$ cat src/b64d_pkg.sv
// Shared types and character constants for the base64 decoder.
package b64d_pkg;

    localparam logic [7:0] CHAR_PAD        = 8'h3D; // '='
    localparam logic [7:0] CHAR_PLUS       = 8'h2B; // '+'
    localparam logic [7:0] CHAR_SLASH      = 8'h2F; // '/'
    localparam logic [7:0] CHAR_MINUS      = 8'h2D; // '-'
    localparam logic [7:0] CHAR_UNDERSCORE = 8'h5F; // '_'
    localparam logic [7:0] CHAR_UPPER_A    = 8'h41;
    localparam logic [7:0] CHAR_UPPER_Z    = 8'h5A;
    localparam logic [7:0] CHAR_LOWER_A    = 8'h61;
    localparam logic [7:0] CHAR_LOWER_Z    = 8'h7A;
    localparam logic [7:0] CHAR_DIGIT_0    = 8'h30;
    localparam logic [7:0] CHAR_DIGIT_9    = 8'h39;

    localparam logic [5:0] SEXTET_62 = 6'd62;
    localparam logic [5:0] SEXTET_63 = 6'd63;

    // Bytes produced by one character, handed from the group stage to the output stage.
    typedef struct packed {
        logic [23:0] data;   // first byte in [23:16]
        logic [1:0]  count;  // number of result bytes, 1 to 3
        logic        last;   // final byte of the message carries last
        logic        error;  // single error result
    } t_result;

endpackage

$ cat src/b64d_sextet_map.sv
// Maps one character code to its sextet value and a validity flag.
module b64d_sextet_map
    import b64d_pkg::*;
(
    input  logic [7:0] i_char,
    input  logic       i_url_safe,
    output logic [5:0] o_sextet,
    output logic       o_ok
);

    logic [7:0] w_off;

    always_comb begin
        w_off    = 8'd0;
        o_sextet = 6'd0;
        o_ok     = 1'b1;
        if (i_char >= CHAR_UPPER_A && i_char <= CHAR_UPPER_Z) begin
            w_off    = i_char - CHAR_UPPER_A;
            o_sextet = w_off[5:0];
        end else if (i_char >= CHAR_LOWER_A && i_char <= CHAR_LOWER_Z) begin
            w_off    = i_char - CHAR_LOWER_A + 8'd26;
            o_sextet = w_off[5:0];
        end else if (i_char >= CHAR_DIGIT_0 && i_char <= CHAR_DIGIT_9) begin
            w_off    = i_char - CHAR_DIGIT_0 + 8'd52;
            o_sextet = w_off[5:0];
        end else if (i_char == CHAR_PLUS) begin
            o_sextet = SEXTET_62;
        end else if (i_char == CHAR_SLASH) begin
            o_sextet = SEXTET_63;
        end else if (i_char == CHAR_PAD) begin
            o_sextet = 6'd0;
        end else if (i_url_safe && i_char == CHAR_MINUS) begin
            o_sextet = SEXTET_62;
        end else if (i_url_safe && i_char == CHAR_UNDERSCORE) begin
            o_sextet = SEXTET_63;
        end else begin
            o_ok = 1'b0;
        end
    end

endmodule

$ cat src/b64d_group.sv
// Input register and group assembly: gathers sextets and forms result bundles.
module b64d_group
    import b64d_pkg::*;
(
    input  logic       i_clk,
    input  logic       i_rst_n,
    input  logic       i_url_safe,
    input  logic       i_valid,
    output logic       o_stall,
    input  logic [7:0] i_in_char,
    input  logic       i_in_last,
    input  logic       i_res_ready,
    output logic       o_res_valid,
    output t_result    o_res
);

    logic        r_in_valid;
    logic [7:0]  r_char;
    logic        r_last;
    logic [17:0] r_acc;
    logic [1:0]  r_pos;
    logic        r_third_pad;
    logic        r_sticky;

    logic [17:0] n_acc;
    logic [1:0]  n_pos;
    logic        n_third_pad;
    logic        n_sticky;

    logic [5:0]  w_sx;
    logic        w_ok;
    logic        w_pad;
    logic [2:0]  w_count;
    logic        w_err;
    logic        w_third;
    logic [23:0] w_t;
    logic [1:0]  w_n;
    logic        w_advance;

    b64d_sextet_map u_map (
        .i_char     (r_char),
        .i_url_safe (i_url_safe),
        .o_sextet   (w_sx),
        .o_ok       (w_ok)
    );

    always_comb begin
        w_pad   = (r_char == CHAR_PAD);
        w_count = {1'b0, r_pos} + 3'd1;
        w_err   = r_sticky | ~w_ok;
        w_third = (w_count == 3'd3) ? w_pad : r_third_pad;

        n_acc       = 18'd0;
        n_pos       = 2'd0;
        n_third_pad = 1'b0;
        n_sticky    = 1'b0;
        w_t         = 24'd0;
        w_n         = 2'd0;

        if (!r_last) begin
            if (w_count != 3'd4) begin
                n_acc       = {r_acc[11:0], w_sx};
                n_pos       = w_count[1:0];
                n_third_pad = w_third;
                n_sticky    = w_err;
            end else begin
                w_t      = {r_acc, w_sx};
                n_sticky = w_err;
                w_n      = w_err ? 2'd0 : 2'd3;
            end
        end else if (w_err) begin
            w_n = 2'd1;
        end else begin
            // pad a short final group with zero sextets
            case (w_count)
                3'd1:    w_t = {w_sx, 18'd0};
                3'd2:    w_t = {r_acc[5:0], w_sx, 12'd0};
                3'd3:    w_t = {r_acc[11:0], w_sx, 6'd0};
                default: w_t = {r_acc, w_sx};
            endcase
            case (w_count)
                3'd4:    w_n = 2'd3 - {1'b0, r_third_pad} - {1'b0, w_pad};
                3'd3:    w_n = 2'd2 - {1'b0, w_pad};
                default: w_n = 2'd1;
            endcase
        end
    end

    // an item with no bytes can retire while the output stage is busy
    assign w_advance   = r_in_valid && ((w_n == 2'd0) || i_res_ready);
    assign o_stall     = r_in_valid && !w_advance;
    assign o_res_valid = r_in_valid && (w_n != 2'd0);

    always_comb begin
        o_res.data  = (r_last && w_err) ? 24'd0 : w_t;
        o_res.count = w_n;
        o_res.last  = r_last;
        o_res.error = r_last && w_err;
    end

    always_ff @(posedge i_clk) begin
        if (!i_rst_n) begin
            r_in_valid  <= 1'b0;
            r_acc       <= 18'd0;
            r_pos       <= 2'd0;
            r_third_pad <= 1'b0;
            r_sticky    <= 1'b0;
        end else begin
            if (!o_stall) begin
                r_in_valid <= i_valid;
            end
            if (w_advance) begin
                r_acc       <= n_acc;
                r_pos       <= n_pos;
                r_third_pad <= n_third_pad;
                r_sticky    <= n_sticky;
            end
        end
    end

    always_ff @(posedge i_clk) begin
        if (!o_stall && i_valid) begin
            r_char <= i_in_char;
            r_last <= i_in_last;
        end
    end

endmodule

$ cat src/b64d_out_serializer.sv
// Result register: holds one bundle and sends its bytes one transfer at a time.
module b64d_out_serializer
    import b64d_pkg::*;
(
    input  logic       i_clk,
    input  logic       i_rst_n,
    input  logic       i_res_valid,
    input  t_result    i_res,
    output logic       o_res_ready,
    output logic       o_valid,
    input  logic       i_stall,
    output logic [7:0] o_out_byte,
    output logic       o_out_last,
    output logic       o_out_error
);

    logic        r_valid;
    t_result     r_res;
    logic [1:0]  r_idx;
    logic        w_take;
    logic        w_final;

    assign w_take      = r_valid && !i_stall;
    assign w_final     = (r_idx == r_res.count - 2'd1);
    assign o_res_ready = !r_valid || (w_take && w_final);
    assign o_valid     = r_valid;

    always_comb begin
        case (r_idx)
            2'd0:    o_out_byte = r_res.data[23:16];
            2'd1:    o_out_byte = r_res.data[15:8];
            default: o_out_byte = r_res.data[7:0];
        endcase
        o_out_last  = r_res.last && w_final;
        o_out_error = r_res.error;
    end

    always_ff @(posedge i_clk) begin
        if (!i_rst_n) begin
            r_valid <= 1'b0;
            r_idx   <= 2'd0;
        end else if (o_res_ready) begin
            r_valid <= i_res_valid;
            r_idx   <= 2'd0;
        end else if (w_take) begin
            r_idx <= r_idx + 2'd1;
        end
    end

    always_ff @(posedge i_clk) begin
        if (o_res_ready && i_res_valid) begin
            r_res <= i_res;
        end
    end

endmodule

$ cat src/base64_decoder_top.sv
// An accepted character enters the input register; its result bytes then enter the result
// register. Throughput: one character per cycle unless o_stall holds it; the result register
// sends one byte per cycle unless i_stall holds it, so a group yielding three bytes holds the
// input until its bytes are sent, unless the characters in between yield nothing.
// Reset: synchronous, active low; clears group state, error flag and url-safe mode.
module base64_decoder_top
    import b64d_pkg::*;
(
    input  logic       i_clk,
    input  logic       i_rst_n,
    input  logic       i_cfg_we,
    input  logic       i_cfg_data,
    input  logic       i_valid,
    output logic       o_stall,
    input  logic [7:0] i_in_char,
    input  logic       i_in_last,
    output logic       o_valid,
    input  logic       i_stall,
    output logic [7:0] o_out_byte,
    output logic       o_out_last,
    output logic       o_out_error
);

    logic    r_url_safe;
    logic    w_res_valid;
    logic    w_res_ready;
    t_result w_res;

    always_ff @(posedge i_clk) begin
        if (!i_rst_n) begin
            r_url_safe <= 1'b0;
        end else if (i_cfg_we) begin
            r_url_safe <= i_cfg_data;
        end
    end

    b64d_group u_group (
        .i_clk       (i_clk),
        .i_rst_n     (i_rst_n),
        .i_url_safe  (r_url_safe),
        .i_valid     (i_valid),
        .o_stall     (o_stall),
        .i_in_char   (i_in_char),
        .i_in_last   (i_in_last),
        .i_res_ready (w_res_ready),
        .o_res_valid (w_res_valid),
        .o_res       (w_res)
    );

    b64d_out_serializer u_out (
        .i_clk       (i_clk),
        .i_rst_n     (i_rst_n),
        .i_res_valid (w_res_valid),
        .i_res       (w_res),
        .o_res_ready (w_res_ready),
        .o_valid     (o_valid),
        .i_stall     (i_stall),
        .o_out_byte  (o_out_byte),
        .o_out_last  (o_out_last),
        .o_out_error (o_out_error)
    );

endmodule

$ cat config.mk
export PLATFORM = sky130hd
export DESIGN_NAME = base64_decoder_top
export DESIGN_NICKNAME = d
export VERILOG_FILES = /design/src/b64d_pkg.sv /design/src/b64d_sextet_map.sv /design/src/b64d_group.sv /design/src/b64d_out_serializer.sv /design/src/base64_decoder_top.sv
export SDC_FILE = /design/constraint.sdc
export NUM_CORES = 1
export LEC_CHECK = 0
export ABC_CLOCK_PERIOD_IN_PS = 6100
export BUFFER_PORTS_ARGS = -buffer_cell sky130_fd_sc_hd__buf_4
export CAP_MARGIN = 20
export CORE_MARGIN = 8
export CORE_UTILIZATION = 64
export CTS_BUF_LIST = sky130_fd_sc_hd__clkbuf_2
export CTS_CLUSTER_DIAMETER = 40
export DETAILED_ROUTE_END_ITERATION = 6
export GPL_TIMING_DRIVEN = 0
export PLACE_DENSITY = 0.89
export SLEW_MARGIN = 20
export SYNTH_ARGS = -nofsm -noshare
export SYNTH_HDL_FRONTEND = slang
export SYNTH_SLANG_ARGS = --single-unit
$ cat constraint.sdc
create_clock -name i_clk -period 6.1 [get_ports i_clk]
set_clock_uncertainty 0.1 [all_clocks]
set_input_delay 1.22 -clock i_clk [delete_from_list [all_inputs] [get_ports i_clk]]
set_output_delay 1.22 -clock i_clk [all_outputs]
set_load 0.1 [all_outputs]
==> metrics.txt <==
chip width=94.44 um; Slew Viols, Final=0; Syn Nets=432; DRT Pass-1 Iters=5; CP required=4.78 ns; Clock Pin Slew Worst Setup and Hold Paths=~0.18 ns; most frequent cells after synthesis=nand2_1, edfxtp_1, inv_1; CTS HTree Levels=3; clk sink count=64; antenna violations before repair=0; power per cell area=209.1 mW/mm^2; TNS Setup=0 ns; crit path time final=5.157 ns; Post-synth EDFFs=37; synth warn=0; share of post-route cells with drive strength above 1=0.1558; setup repair after global routing missed its margin=no; clk buf depth=2; largest net degree at the start of global routing=29; Num CTS Buffers=9; Initial Utilization=0.6650; critical path class=reg2out; worst path bufs/invs=3; leakage dissipation=1.498 nW; Startpoint Class=register; GRT overflow=0; Synth Area per Inst=around 10 um^2; hpwl dp=7.420 mm; final worst setup slack=0.9433 ns; synthesized cell area=around 0.004 mm^2; DIE HEIGHT=94.44 um; post-cts sizing count=0; pre-CTS setup slack=1.605 ns; area leader, netlist=edfxtp_1; sequential element share of the synthesized area=0.4194; CP endpoint kind=primary output; Starting DRT DRC Count=455; Root Buffer=clkbuf_2; Layout area overhead=10.77%; CTS Hold Bufs=0; GRT Util Overall=0.2301; Slowest cell on crit path=edfxtp_1; Yosys reg bits=64; Filler cells=396; vias in the first global route=between 3,000 and 4,000; crit-path leading delay family=simple AND/OR/NAND/NOR gates; Yosys top cell area share=0.2822; Die Area=0.008918 mm^2; worst hold margin=around 0.39 ns; diode count=0; Routed Antenna Nets=0; Worst path max stage delay=0.57 ns; max-cap viol count=0; Worst VDD drop=155.4 uV; status=completed; total routed wirelength=9.959 mm; count leader, synth=nand2_1; Slew @ Worst Pin=0.9503 ns; FMAX=between 0.15 and 0.2 GHz; Unique masters post-synth=69; Worst-Skew Late Latency=0.50 ns; final hold vios=0; postcts setup bufs=0; num ports=27; Port Buffers=26; drt drc=0; Placer Congestion=~0.94; CTS tree=yes; Cells after Synth=401; critical-path cell list=nand2b_1, nor3b_2, nand3_2, inv_1, ha_1, inv_1, nor4_1, o31ai_2, o211ai_1, nor2_1, buf_4; CP Max Fanout=7; HP Class=reg2reg; R2R setup slack=2.16 ns; core box area=0.005921 mm^2; slew margin rel.=0.3616; Final #Nets=469; synth top area cells=edfxtp_1, dfxtp_1, ha_1; post-synthesis async set-or-reset flop share=0; critical path's most frequent cell=inv_1; first-pass GRT wire length=16.26 mm; Routed wire per std cell=slightly below 20 um; period utilization=0.8454; # rows=28; final setup vio count=0; Critical Path AT=between 3 and 4 ns; Via density=about 6.9; Main synth FF type=edfxtp_1; via count=around 3,600
## worst register-to-register path, cell delays in order, from the launching register on
cell	delay, ns
edfxtp_1	0.57
inv_1	0.32
ha_1	0.28
a21o_1	0.19
nor4bb_1	0.43
a2111oi_0	0.20
o31ai_2	0.48
o211ai_1	0.34
nor2_4	0.64
## kinds of logic after synthesis
logic type | after synthesis | synth area share
xor gates and xnor gates | 3 | 0.006674
muxes | 3 | 0.007944
DFF | 64 | 0.4194
buffers and inverters | 53 | 0.05688
adders and majority gates | 16 | 0.05084
AOI/OAI and AO/OA | 133 | 0.2936
and+or+nand+nor | 129 | 0.1646
## power breakdown
group,internal [mW],leakage (nW),total (mW),switching [mW]
registers,0.469,0.554,0.480,0.0114
logic,0.0414,0.863,0.140,0.0985
clock network,0.136,0.0810,0.292,0.156
## sequential cells by signal, summed over array words and instances (netlist names)
register and flops:
u_group.r_last 1, u_group.r_in_valid 1, u_group.r_sticky 1, u_out.o_out_error 1, r_url_safe 1, u_out.o_valid 1, u_group.r_char 8, u_group.r_pos 2
u_group.r_acc 18, u_out.r_res 27, u_group.r_third_pad 1, u_out.r_idx 2
## routing by layer
layer / up-vias / part of all wire / GRT usage
met1: 1671 / 0.40 / 0.2609
met2: 204 / 0.48 / 0.3940
met5: - / 0 / 0
met4: 0 / 0.041 / 0.1176
li1: 1644 / - / -
met3: 50 / 0.077 / 0.05556
## layout make-up
class | instances | area, um^2 | area share
Sequential cell | 64 | 1652 | 0.3787
Clock inverter | 5 | 72.57 | 0.01664
Tap cell | 75 | 93.84 | 0.02151
Timing Repair Buffer | 26 | 195.2 | 0.04475
Buffer | 24 | 115.1 | 0.02639
Multi-Input combinational cell | 284 | 2069 | 0.4745
Inverter | 29 | 108.9 | 0.02496
Clock buffer | 11 | 55.05 | 0.01262
## path summary, 6_finish.rpt
kind                            depth (start not counted)         startpoint           endpoint
worst max-delay path                                   11  u_group.r_char[7]            o_stall
worst min-delay path                                    2  u_group.r_acc[14]  u_group.r_acc[14]
worst max register to register                          8  u_group.r_char[2]    u_out.r_res[18]
worst min register to register                          2  u_group.r_acc[14]  u_group.r_acc[14]
## through the flow
| stage | cell area (um^2) | power (mW) | util | std cells |
|---|---|---|---|---|
| final | 4362 | 0.9119 | 0.7367 | 518 |
| after global routing | 4362 | 0.9399 | 0.7367 | 518 |
| after CTS | 4362 | 0.9088 | 0.7367 | 518 |
| after detailed placement | 4234 | 0.6261 | 0.7151 | 502 |
| after global placement | 4227 | 0.6232 | 0.7139 | 502 |
| after floorplan | 3938 | 0.5869 | - | 401 |
## cells in the final DEF (no fill, tap or decap), types with 13 or more instances in the layout
| cell | instances |
|---|---|
| buf_4 | 29 |
| nand2_1 | 45 |
| nor2_1 | 17 |
| edfxtp_1 | 37 |
| inv_1 | 28 |
| nand3_1 | 16 |
| ha_1 | 16 |
| a32oi_1 | 14 |
| clkbuf_1 | 13 |
| dfxtp_1 | 27 |
No activity file was read; power rests on OpenSTA's default activity.
